[src/rtl/assert_macros.svh]
// assertion helpers shared by the rtl
`ifndef ASSERT_MACROS_SVH
`define ASSERT_MACROS_SVH
`ifndef SYNTHESIS
`define WIA_ASSERT(lbl, clk, rst, prop) \
   lbl: assert property (@(posedge clk) disable iff (rst) prop) \
      else $error("assertion failed");
`define WIA_ASSERT_ALWAYS(lbl, clk, prop) \
   lbl: assert property (@(posedge clk) prop) else $error("assertion failed");
`else
`define WIA_ASSERT(lbl, clk, rst, prop)
`define WIA_ASSERT_ALWAYS(lbl, clk, prop)
`endif
`endif

[src/rtl/wia_pkg.sv]
package wia_pkg;

   localparam int unsigned XLEN = 64;

   localparam logic [4:0] FN_ADD    = 5'd0;
   localparam logic [4:0] FN_SUB    = 5'd1;
   localparam logic [4:0] FN_MUL    = 5'd2;
   localparam logic [4:0] FN_AND    = 5'd3;
   localparam logic [4:0] FN_OR     = 5'd4;
   localparam logic [4:0] FN_XOR    = 5'd5;
   localparam logic [4:0] FN_ROTL   = 5'd6;
   localparam logic [4:0] FN_ROTR   = 5'd7;
   localparam logic [4:0] FN_DIV_S  = 5'd8;
   localparam logic [4:0] FN_DIV_U  = 5'd9;
   localparam logic [4:0] FN_REM_S  = 5'd10;
   localparam logic [4:0] FN_REM_U  = 5'd11;
   localparam logic [4:0] FN_SHL    = 5'd12;
   localparam logic [4:0] FN_SHR_S  = 5'd13;
   localparam logic [4:0] FN_SHR_U  = 5'd14;
   localparam logic [4:0] FN_EQ     = 5'd15;
   localparam logic [4:0] FN_NE     = 5'd16;
   localparam logic [4:0] FN_LT_S   = 5'd17;
   localparam logic [4:0] FN_LT_U   = 5'd18;
   localparam logic [4:0] FN_LE_S   = 5'd19;
   localparam logic [4:0] FN_LE_U   = 5'd20;
   localparam logic [4:0] FN_GT_S   = 5'd21;
   localparam logic [4:0] FN_GT_U   = 5'd22;
   localparam logic [4:0] FN_GE_S   = 5'd23;
   localparam logic [4:0] FN_GE_U   = 5'd24;
   localparam logic [4:0] FN_CLZ    = 5'd25;
   localparam logic [4:0] FN_CTZ    = 5'd26;
   localparam logic [4:0] FN_POPCNT = 5'd27;
   localparam logic [4:0] FN_EQZ    = 5'd28;

   localparam logic [1:0] TRAP_NONE     = 2'd0;
   localparam logic [1:0] TRAP_DIV_ZERO = 2'd1;
   localparam logic [1:0] TRAP_OVERFLOW = 2'd2;

   typedef enum logic [1:0] {
      OC_FAST,
      OC_MUL,
      OC_COUNT,
      OC_DIV
   } op_class_type;

   typedef struct packed {
      logic [4:0]   func;
      logic         wide;
      op_class_type op_class;
      logic         neg_q;
      logic         neg_r;
      logic [1:0]   trap;
      logic [63:0]  opa;
      logic [63:0]  opb;
      logic [63:0]  mag_a;
      logic [63:0]  mag_b;
   } wia_item_type;

   function automatic logic [63:0] width_mask(input logic wide);
      return wide ? 64'hFFFF_FFFF_FFFF_FFFF : 64'h0000_0000_FFFF_FFFF;
   endfunction

endpackage

[src/rtl/wia_queue.sv]
`include "assert_macros.svh"

module wia_queue import wia_pkg::*; #(
   parameter int unsigned DEPTH = 2
) (
   input  logic         clock,
   input  logic         reset,
   input  logic         push_valid,
   output logic         push_ready,
   input  wia_item_type push_item,
   output logic         pop_valid,
   input  logic         pop_ready,
   output wia_item_type pop_item
);

   localparam int unsigned PTR_W = $clog2(DEPTH);
   localparam int unsigned CNT_W = $clog2(DEPTH + 1);

   wia_item_type entry_ff [DEPTH];
   logic [PTR_W-1:0] wr_ptr_ff, wr_ptr_in, rd_ptr_ff, rd_ptr_in;
   logic [CNT_W-1:0] count_ff, count_in;
   logic push_fire, pop_fire;

   assign push_ready = (count_ff != CNT_W'(DEPTH));
   assign pop_valid  = (count_ff != '0);
   assign push_fire  = push_valid && push_ready;
   assign pop_fire   = pop_ready && pop_valid;
   assign pop_item   = entry_ff[rd_ptr_ff];

   always_comb begin
      wr_ptr_in = wr_ptr_ff;
      rd_ptr_in = rd_ptr_ff;
      count_in  = count_ff;
      if (push_fire) begin
         wr_ptr_in = (wr_ptr_ff == PTR_W'(DEPTH - 1)) ? '0 : wr_ptr_ff + 1'b1;
      end
      if (pop_fire) begin
         rd_ptr_in = (rd_ptr_ff == PTR_W'(DEPTH - 1)) ? '0 : rd_ptr_ff + 1'b1;
      end
      if (push_fire && !pop_fire) begin
         count_in = count_ff + 1'b1;
      end else if (pop_fire && !push_fire) begin
         count_in = count_ff - 1'b1;
      end
   end

   always_ff @(posedge clock) begin
      if (reset) begin
         wr_ptr_ff <= '0;
         rd_ptr_ff <= '0;
         count_ff  <= '0;
      end else begin
         wr_ptr_ff <= wr_ptr_in;
         rd_ptr_ff <= rd_ptr_in;
         count_ff  <= count_in;
      end
   end

   always_ff @(posedge clock) begin
      if (push_fire) begin
         entry_ff[wr_ptr_ff] <= push_item;
      end
   end

   `WIA_ASSERT(a_cnt_range, clock, reset, count_ff <= CNT_W'(DEPTH))
   `WIA_ASSERT(a_cnt_track, clock, reset, (push_fire && !pop_fire) |=> (count_ff == $past(count_ff) + 1'b1))
   `WIA_ASSERT(a_ptr_empty, clock, reset, (count_ff == '0) |-> (wr_ptr_ff == rd_ptr_ff))

endmodule

[config.mk]
export PLATFORM = sky130hd
export DESIGN_NAME = wia_queue
export DESIGN_NICKNAME = d
export VERILOG_FILES = /design/src/rtl/wia_pkg.sv /design/src/rtl/wia_queue.sv
export VERILOG_INCLUDE_DIRS = /design/src /design/src/rtl
export SDC_FILE = /design/constraint.sdc
export NUM_CORES = 1
export LEC_CHECK = 0
export BUFFER_PORTS_ARGS = -buffer_cell sky130_fd_sc_hd__buf_2
export CORE_ASPECT_RATIO = 0.9
export CORE_UTILIZATION = 32
export CTS_BUF_LIST = sky130_fd_sc_hd__clkbuf_8
export DETAILED_ROUTE_END_ITERATION = 12
export PLACE_DENSITY = 0.64
export SETUP_SLACK_MARGIN = 0.4
export SLEW_MARGIN = 20
export SYNTH_ARGS = -nofsm -noshare
export SYNTH_HDL_FRONTEND = slang
export SYNTH_SLANG_ARGS = --single-unit
[constraint.sdc]
create_clock -name clock -period 17.04 [get_ports clock]
set_input_delay 0.852 -clock clock [delete_from_list [all_inputs] [get_ports clock]]
set_output_delay 0.852 -clock clock [all_outputs]
set_load 0.05 [all_outputs]
==> impl_metrics.py <==
metrics = {
    "critical_path": {
        "r2r.worst_path.cells": 5,
        "startpoint_type": "flop",
        "arrival_ps": 4080,
        "cp_data_required_time_ps": 16190,
        "path_max_fanout": 57,
        "crit_path_end_kind": "primary output",
        "path_class": "reg2out",
    },
    "sta": {
        "hold_viol_final": 0,
        "finalSetupViolCount": 0,
        "whs_ps": 391,
        "post-route-period-util_pct": 29.0,
        "relSlewSlack_pct": 27.2,
        "worst_pin_slew_ps": 1090,
        "drv_slew": 0,
        "finClkSkew_ps": 34.5,
        "finalCriticalPeriod_ps": 4940,
        "rsz0062_at_grt": "false",
        "finalSetupTns_ps": 0,
        "clock.fmax_ghz": 0.203,
    },
    "synth": {
        "synthDistinctLibCells": 19,
        "async_reset_ff_share_pct": 0,
        "synth-edff-count": 536,
        "post_synth.cell_area_avg_um2": 23.8,
        "synth-main-ff-cell": "edfxtp_1",
        "ys_warn_count": 0,
        "ys_seq_area_share_pct": 79.4,
        "synthCells": 858,
        "syn-num-nets": 1131,
        "syn_area_um2": 20400,
        "synth-seq-cells": 541,
    },
    "route": {
        "drtPass1Iterations": 6,
        "routed_wl_um": 42600,
        "ant_nets": 0,
        "detail_route.wl_per_cell_um": 17.9,
        "top_layer_used": "met5",
        "wl_met3_um": 3590,
        "routed-via-count": 10300,
        "wl_met2_um": 21400,
        "drt_iter0_markers": 552,
        "vias_per_cell": 4.30,
        "route.detailed.drc": 0,
        "wl_met1_um": 16200,
    },
    "layout": {
        "final_common_cell": "buf_2",
        "fin_nets": 1743,
        "areaGrowthSynthToFinish_pct": 25.3,
        "drive_gt1_share_pct": 60.7,
        "final_util_pct": 40.7,
        "n_fill_cell": 5790,
        "final_cell_mix": "541 x buf_2, 536 x edfxtp_1, 200 x mux2_4, 95 x clkbuf_8, 68 x mux2_2",
    },
    "placed_design": {
        "gp_congestion": 0.768,
        "dp_hpwl_um": 28300,
        "io_buffers": 541,
    },
    "flow_run": {
        "cap_violations": 0,
    },
    "floorplan": {
        "ioPinCount": 542,
        "initial_core_util_pct": 32.5,
        "dieArea_um2": 64800,
        "die_x_um": 268,
        "die_height_um": 242,
        "rows": 87,
        "core_um2": 62800,
    },
    "hold_path": {
        "holdCritPathClass": "in2reg",
        "holdPathStages": 1,
    },
    "clock_network": {
        "clkLatencyLatePin_ps": 640,
        "cts-root-buf": "clkbuf_8",
        "path_clk_slew_ps": 60,
        "ctsLongestPathBuffers": 3,
        "cts_setup_buffers": 0,
        "htreeDepth": 3,
        "cts_hold_buf": 0,
        "cts_buffers": 89,
        "ctsResizeCount": 0,
        "clock-sinks": 541,
        "cts_tree": "yes",
    },
    "global_route": {
        "antenna_found_initial": 12,
        "grt_pass1_wl_um": 62800,
        "grt.total_usage_pct": 12.8,
        "grt_start_max_net_pins": 126,
        "grt-ovfl-total": 0,
        "first_global_vias": 10900,
    },
    "pwr": {
        "irDropWorstVdd_mv": 0.0986,
        "cellLeakagePower_nw": 9.89,
        "power.density_nw_per_um2": 168,
    },
    "status": {
        "status": "complete, no violations",
    },
}
## worst max-delay path, stage by stage, from the launching register on
cell and delay (ps):
dfxtp_4 850, buf_4 890, buf_4 870, mux2_2 420
buf_2 210
## path summary, 6_finish.rpt
| kind | from | end | slack, ps |
|---|---|---|---|
| hold reg to reg | rd_ptr_ff | rd_ptr_ff | 510 |
| hold / removal | push_item[258] | entry_ff[1][258] | 390 |
| setup / recovery | flop | pop_item[8] | 12100 |
| setup reg to reg | count_ff[0] | entry_ff[1][213] | 13180 |
## registers in the layout, summed over array words and instances, names as in the netlist, named ones only
signal / cells
entry_ff: 536
rd_ptr_ff: 1
count_ff: 2
wr_ptr_ff: 1
## through the flow
stage	power, mW	setup slack (ps)	std cells	cell area, um^2
floorplan	3.07	9210	858	20400
global placement	3.31	12800	2224	23900
detailed placement	3.33	12760	2224	23900
CTS	4.37	11990	2381	25600
global route	4.49	11830	2384	25600
finish	4.31	12100	2384	25600
## power breakdown
group          switching [mW]  internal [mW]  total (mW)
logic                    1.08          0.475        1.56
registers              0.0580           1.67        1.72
clock network           0.494          0.531        1.02
total                    1.64           2.67        4.31
## layer usage
layer	vias up	global-route usage [%]
li1	4684	-
met1	5065	14.1
met2	390	21.6
met3	103	5.01
met4	14	5.53
met5	-	0
## final cells by class
class	instances	area (um^2)	share of cell area [%]
repair buffers	551	2780	10.9
clock buffers	95	1310	5.12
clock inverters	62	302	1.18
inverters	1	11.3	0.0441
diodes	3	7.51	0.0294
flip-flops and latches	541	16200	63.4
well taps	845	1060	4.14
multi-input cells	286	3890	15.2
## Yosys cell counts (all sizes together) (2+ instances only)
cell type  number  share of area [%]
a21oi           2              0.049
buf            30                1.5
dfxtp           5               0.49
edfxtp        536                 79
mux2          268                 18
nor2            3              0.055
o21ai           2              0.049
xor2            3               0.13
## cells by family after synthesis
logic type               Yosys count  share of synthesized area [%]
flip-flops                       541                           79.4
adder cells (fa/ha/maj)            1                         0.0613
AND/OR/NAND/NOR                    9                          0.245
AO/OA/AOI/OAI                      5                          0.147
buffers and inverters             31                           1.55
XOR/XNOR                           3                          0.129
multiplexers                     268                           18.5
(Power assumes the default switching activity.)
