--- config.mk ---
export PLATFORM = sky130hd
export DESIGN_NAME = wia_front_flat
export DESIGN_NICKNAME = d
export VERILOG_FILES = /design/src/rtl/assert_macros.svh /design/src/rtl/wia_pkg.sv /design/src/rtl/wia_if.sv /design/src/rtl/wia_front.sv /design/src/flat_wrapper.sv
export SDC_FILE = /design/constraint.sdc
export NUM_CORES = 1
export LEC_CHECK = 0
export ABC_AREA = 1
export BUFFER_PORTS_ARGS = -buffer_cell sky130_fd_sc_hd__clkbuf_2
export CORE_MARGIN = 5
export CORE_UTILIZATION = 40
export CTS_BUF_LIST = sky130_fd_sc_hd__clkbuf_16
export DETAILED_ROUTE_END_ITERATION = 10
export PLACE_DENSITY = 0.67
export SLEW_MARGIN = 20
export SYNTH_ARGS = -nofsm -noshare
export SYNTH_HDL_FRONTEND = slang
export SYNTH_SLANG_ARGS = --single-unit
--- constraint.sdc ---
create_clock -name clock -period 25.7 [get_ports clock]
set_input_delay 2.57 -clock clock [delete_from_list [all_inputs] [get_ports clock]]
set_output_delay 2.57 -clock clock [all_outputs]
set_load 0.03 [all_outputs]
--- src/rtl/assert_macros.svh ---
// assertion helpers shared by the rtl
`ifndef ASSERT_MACROS_SVH
`define ASSERT_MACROS_SVH
`ifndef SYNTHESIS
`define WIA_ASSERT(lbl, clk, rst, prop) \
   lbl: assert property (@(posedge clk) disable iff (rst) prop) \
      else $error("assertion failed");
`define WIA_ASSERT_ALWAYS(lbl, clk, prop) \
   lbl: assert property (@(posedge clk) prop) else $error("assertion failed");
`else
`define WIA_ASSERT(lbl, clk, rst, prop)
`define WIA_ASSERT_ALWAYS(lbl, clk, prop)
`endif
`endif

--- src/rtl/wia_pkg.sv ---
package wia_pkg;

   localparam int unsigned XLEN = 64;

   localparam logic [4:0] FN_ADD    = 5'd0;
   localparam logic [4:0] FN_SUB    = 5'd1;
   localparam logic [4:0] FN_MUL    = 5'd2;
   localparam logic [4:0] FN_AND    = 5'd3;
   localparam logic [4:0] FN_OR     = 5'd4;
   localparam logic [4:0] FN_XOR    = 5'd5;
   localparam logic [4:0] FN_ROTL   = 5'd6;
   localparam logic [4:0] FN_ROTR   = 5'd7;
   localparam logic [4:0] FN_DIV_S  = 5'd8;
   localparam logic [4:0] FN_DIV_U  = 5'd9;
   localparam logic [4:0] FN_REM_S  = 5'd10;
   localparam logic [4:0] FN_REM_U  = 5'd11;
   localparam logic [4:0] FN_SHL    = 5'd12;
   localparam logic [4:0] FN_SHR_S  = 5'd13;
   localparam logic [4:0] FN_SHR_U  = 5'd14;
   localparam logic [4:0] FN_EQ     = 5'd15;
   localparam logic [4:0] FN_NE     = 5'd16;
   localparam logic [4:0] FN_LT_S   = 5'd17;
   localparam logic [4:0] FN_LT_U   = 5'd18;
   localparam logic [4:0] FN_LE_S   = 5'd19;
   localparam logic [4:0] FN_LE_U   = 5'd20;
   localparam logic [4:0] FN_GT_S   = 5'd21;
   localparam logic [4:0] FN_GT_U   = 5'd22;
   localparam logic [4:0] FN_GE_S   = 5'd23;
   localparam logic [4:0] FN_GE_U   = 5'd24;
   localparam logic [4:0] FN_CLZ    = 5'd25;
   localparam logic [4:0] FN_CTZ    = 5'd26;
   localparam logic [4:0] FN_POPCNT = 5'd27;
   localparam logic [4:0] FN_EQZ    = 5'd28;

   localparam logic [1:0] TRAP_NONE     = 2'd0;
   localparam logic [1:0] TRAP_DIV_ZERO = 2'd1;
   localparam logic [1:0] TRAP_OVERFLOW = 2'd2;

   typedef enum logic [1:0] {
      OC_FAST,
      OC_MUL,
      OC_COUNT,
      OC_DIV
   } op_class_type;

   typedef struct packed {
      logic [4:0]   func;
      logic         wide;
      op_class_type op_class;
      logic         neg_q;
      logic         neg_r;
      logic [1:0]   trap;
      logic [63:0]  opa;
      logic [63:0]  opb;
      logic [63:0]  mag_a;
      logic [63:0]  mag_b;
   } wia_item_type;

   function automatic logic [63:0] width_mask(input logic wide);
      return wide ? 64'hFFFF_FFFF_FFFF_FFFF : 64'h0000_0000_FFFF_FFFF;
   endfunction

endpackage

--- src/rtl/wia_if.sv ---
interface wia_req_if;
   logic        valid;
   logic        ready;
   logic [4:0]  func;
   logic        is_wide;
   logic [63:0] operand_a;
   logic [63:0] operand_b;

   modport source (output valid, output func, output is_wide, output operand_a,
                   output operand_b, input ready);
   modport sink (input valid, input func, input is_wide, input operand_a,
                 input operand_b, output ready);
endinterface


--- src/rtl/wia_front.sv ---
module wia_front import wia_pkg::*; (
   input  logic         clock,
   input  logic         reset,
   wia_req_if.sink      req,
   output logic         out_valid,
   input  logic         out_ready,
   output wia_item_type out_item
);

   logic         front_valid_ff, front_valid_in;
   wia_item_type item_ff, item_in;
   logic         take;

   logic [63:0] m, a, b, sa, sb, sbit;
   logic        na, nb, ovf, is_div, signed_div;

   assign req.ready = !front_valid_ff || out_ready;
   assign take      = req.valid && req.ready;

   always_comb begin
      m    = width_mask(req.is_wide);
      a    = req.operand_a & m;
      b    = req.operand_b & m;
      na   = req.is_wide ? a[63] : a[31];
      nb   = req.is_wide ? b[63] : b[31];
      sa   = req.is_wide ? a : {{32{a[31]}}, a[31:0]};
      sb   = req.is_wide ? b : {{32{b[31]}}, b[31:0]};
      sbit = req.is_wide ? 64'h8000_0000_0000_0000 : 64'h0000_0000_8000_0000;
      ovf  = (a == sbit) && (b == m);
      is_div = (req.func == FN_DIV_S) || (req.func == FN_DIV_U) ||
               (req.func == FN_REM_S) || (req.func == FN_REM_U);
      signed_div = (req.func == FN_DIV_S) || (req.func == FN_REM_S);

      item_in.func  = req.func;
      item_in.wide  = req.is_wide;
      item_in.opa   = a;
      item_in.opb   = b;
      item_in.mag_a = (signed_div && na) ? 64'd0 - sa : a;
      item_in.mag_b = (signed_div && nb) ? 64'd0 - sb : b;
      item_in.neg_q = (req.func == FN_DIV_S) && (na ^ nb);
      item_in.neg_r = (req.func == FN_REM_S) && na;

      // zero divisor wins over overflow
      if (is_div && (b == 64'd0)) begin
         item_in.trap = TRAP_DIV_ZERO;
      end else if ((req.func == FN_DIV_S) && ovf) begin
         item_in.trap = TRAP_OVERFLOW;
      end else begin
         item_in.trap = TRAP_NONE;
      end

      if (is_div) begin
         item_in.op_class = OC_DIV;
      end else if (req.func == FN_MUL) begin
         item_in.op_class = OC_MUL;
      end else if ((req.func == FN_CLZ) || (req.func == FN_CTZ) ||
                   (req.func == FN_POPCNT)) begin
         item_in.op_class = OC_COUNT;
      end else begin
         item_in.op_class = OC_FAST;
      end
   end

   always_comb begin
      if (take) begin
         front_valid_in = 1'b1;
      end else if (out_ready) begin
         front_valid_in = 1'b0;
      end else begin
         front_valid_in = front_valid_ff;
      end
   end

   always_ff @(posedge clock) begin
      if (reset) begin
         front_valid_ff <= 1'b0;
      end else begin
         front_valid_ff <= front_valid_in;
      end
   end

   always_ff @(posedge clock) begin
      if (take) begin
         item_ff <= item_in;
      end
   end

   assign out_valid = front_valid_ff;
   assign out_item  = item_ff;

endmodule

--- src/flat_wrapper.sv ---
// flat-port wrapper written by rule: the top's interface ports become plain ports
module wia_front_flat import wia_pkg::*;
  (clock, reset, out_valid, out_ready, out_item, req_valid, req_func, req_is_wide, req_operand_a, req_operand_b, req_ready);
  wia_req_if req_i ();
  input  logic clock;
  input  logic reset;
  output logic out_valid;
  input  logic out_ready;
  output wia_item_type out_item;
  input wire logic [$bits(req_i.valid)-1:0] req_valid;
  input wire logic [$bits(req_i.func)-1:0] req_func;
  input wire logic [$bits(req_i.is_wide)-1:0] req_is_wide;
  input wire logic [$bits(req_i.operand_a)-1:0] req_operand_a;
  input wire logic [$bits(req_i.operand_b)-1:0] req_operand_b;
  output wire logic [$bits(req_i.ready)-1:0] req_ready;
  assign req_i.valid = req_valid;
  assign req_i.func = req_func;
  assign req_i.is_wide = req_is_wide;
  assign req_i.operand_a = req_operand_a;
  assign req_i.operand_b = req_operand_b;
  assign req_ready = req_i.ready;
  wia_front u_core (.clock(clock), .reset(reset), .req(req_i), .out_valid(out_valid), .out_ready(out_ready), .out_item(out_item));
endmodule
==> flow_summary.toml <==
[worst_setup_path]
crit_path_start_kind = "input port"
worstPathArrival_ps = 3010
criticalPathCategory = "in -> out"
required_ps = 23130
cp-end-kind = "output port"
worst-path-max-fanout = 2

[clocking]
post_cts_buffers = 0
clock_latency_ps = 560
cts_buffer_depth = 3
cts_sinks = 267
tritoncts = "built"
cts_made_buffers = 29
h-tree-depth = 1
cts-root-buf = "clkbuf_16"
path_clk_slew_ps = 60
cts_resized = 0
hold_buffers = 0

[yosys]
netlist_area_sq_mm = 0.0141
syn-num-nets = 1697
synthDistinctLibCells = 39
synth_top_area_share_pct = 56.6
synth-seq-area-share_pct = 56.8
syn_inst = 1556
ys_warn_count = 0
synthArstFlopShare_pct = 0
yosys.area.top_type = "edfxtp_1"
ys_ff_latch = 267
synth_top_flop_cell = "edfxtp_1"
yosys-top-cells-area = "edfxtp_1 (57%), nand2_1 (10%), nor2_1 (7.3%)"
synth_edf_count = 266
synth_area_per_cell_sq_um = 9.06

[placement]
io_buffers = 407
routabilityCongestion = 0.939
dp_hpwl_um = 36100

[die]
coreArea_sq_mm = 0.0347
die_x_um = 198
num_rows = 68
start_util_pct = 40.6
die_h_um = 198
die_area_sq_mm = 0.0391
io_pins = 408

[sta]
rsz0062_at_grt = "false"
worst_pin_slew_ps = 1060
finClkSkew_ps = 10.7
fmax_mhz = 179
setup_violations = 0
slew_headroom_pct = 29.2
fin_setup_tns_ps = 0
period_share_pct = 21.7
hold_viol_final = 0
slew_violations = 0
layout_min_cycle_time_ps = 5580

[final_layout]
area_growth_pct = 23.7
multi_input_area_sq_mm = 0.00503
fin_util_pct = 50.2
nets = 2108
seq_area_sq_mm = 0.00801
antenna_cells = 0
drive_gt1_share_pct = 26.0
num-fill-cells = 3333

[global_routing]
grt_pass1_vias = 12200
grt_overflow = 0
grt_first_pass_wirelength_um = 69500
track_usage_pct = 22.8
antenna_found_initial = 0
grt_max_degree = 81

[pwr]
ir_drop_uv = 57.2
p_leak_nw = 8.39
powerDensity_mw_per_mm2 = 64.1

[route]
final_antenna_net_count = 0
avgRoutedWirePerCell_um = 18.9
drc = 0
wl_um = 46300
viasPerCell = 5.03
vias = 12300
dr.pass1.iters = 7
drt_first_iter_violations = 872

[job]
maxCapViolCount = 0

[hold_path]
worst_hold_path_type = "reg -> reg"

[run_status]
status = "completed"
==> path summary, 6_finish.rpt <==
path | start | endpoint | slack, ps | depth (start not counted)
hold reg to reg | u_core.out_valid | u_core.out_valid | 540 | 2
setup / recovery | out_ready | req_ready | 20120 | 4
hold / removal | u_core.out_valid | u_core.out_valid | 540 | 2
setup reg to reg | u_core.out_valid | u_core.out_item[118] | 23160 | 3
==> cells in the final DEF (no fill, tap or decap), types with 12 or more instances in the layout <==
master / instances
clkbuf_2: 406
nand2_1: 392
nor2_1: 275
edfxtp_1: 266
inv_1: 220
nand3_1: 101
xor2_1: 66
nand3b_1: 37
nand4_1: 35
clkbuf_16: 29
nand2_2: 22
nor3_1: 19
xnor2_1: 15
nor2_2: 12
==> layout make-up <==
type | count | area share [%]
flip-flops and latches | 267 | 45.9
inverters | 219 | 4.73
clock inverters | 23 | 1.16
clock buffers | 29 | 4.16
well taps | 455 | 3.26
multi-input cells | 1037 | 28.8
repair buffers | 413 | 12.0
==> power by group <==
part / internal (W) / switching, W
logic: 0.0000465 / 0.000140
registers: 0.000515 / 0.00000913
clock network: 0.000235 / 0.000172
total: 0.000797 / 0.000321
==> sequential cells by signal (all words and copies together), names as in the netlist <==
name,count
u_core.out_valid,1
u_core.out_item,266
==> critical path, cell delays in order <==
cell	delay (ps)
clkbuf_2	80
inv_1	100
nand2_1	80
clkbuf_2	190
==> stage by stage <==
| step | std cells | worst slack, ps | cell area [sq um] | total power (W) | hold slack (ps) |
|---|---|---|---|---|---|
| floorplan | 1556 | 9350 | 14100 | 0.000664 | 832 |
| global placement | 2391 | 20130 | 16500 | 0.000719 | 516 |
| detailed placement | 2391 | 20040 | 16500 | 0.000720 | 534 |
| CTS | 2443 | 20120 | 17400 | 0.00113 | 545 |
| global route | 2443 | 20070 | 17400 | 0.00116 | 598 |
| finish | 2443 | 20120 | 17400 | 0.00112 | 542 |
==> synthesized netlist by cell type, drive strengths merged (2+ instances only) <==
cell    instances
nand2         424
nor2          291
edfxtp        266
inv           218
nand3         108
xor2           66
nand3b         37
nand4          35
buf            29
nor3           20
o21ai          19
xnor2          15
a21oi           7
clkbuf          4
ha              3
o211ai          3
o22ai           2
==> cells by family after synthesis <==
kind of cell	Yosys count	share of synthesized area [%]
AO/OA/AOI/OAI	36	1.45
AND/OR/NAND/NOR	917	28.8
adder cells (fa/ha/maj)	3	0.266
buffers and inverters	252	7.65
XOR/XNOR	81	5.03
flip-flops	267	56.8
==> per-layer routing <==
layer / share of wire, % / global-route usage [%]
met1: 39 / 28.6
met2: 49 / 39.3
met3: 8.3 / 4.19
met4: 3.9 / 8.59
met5: 0 / 0
(Power assumes the default switching activity.)
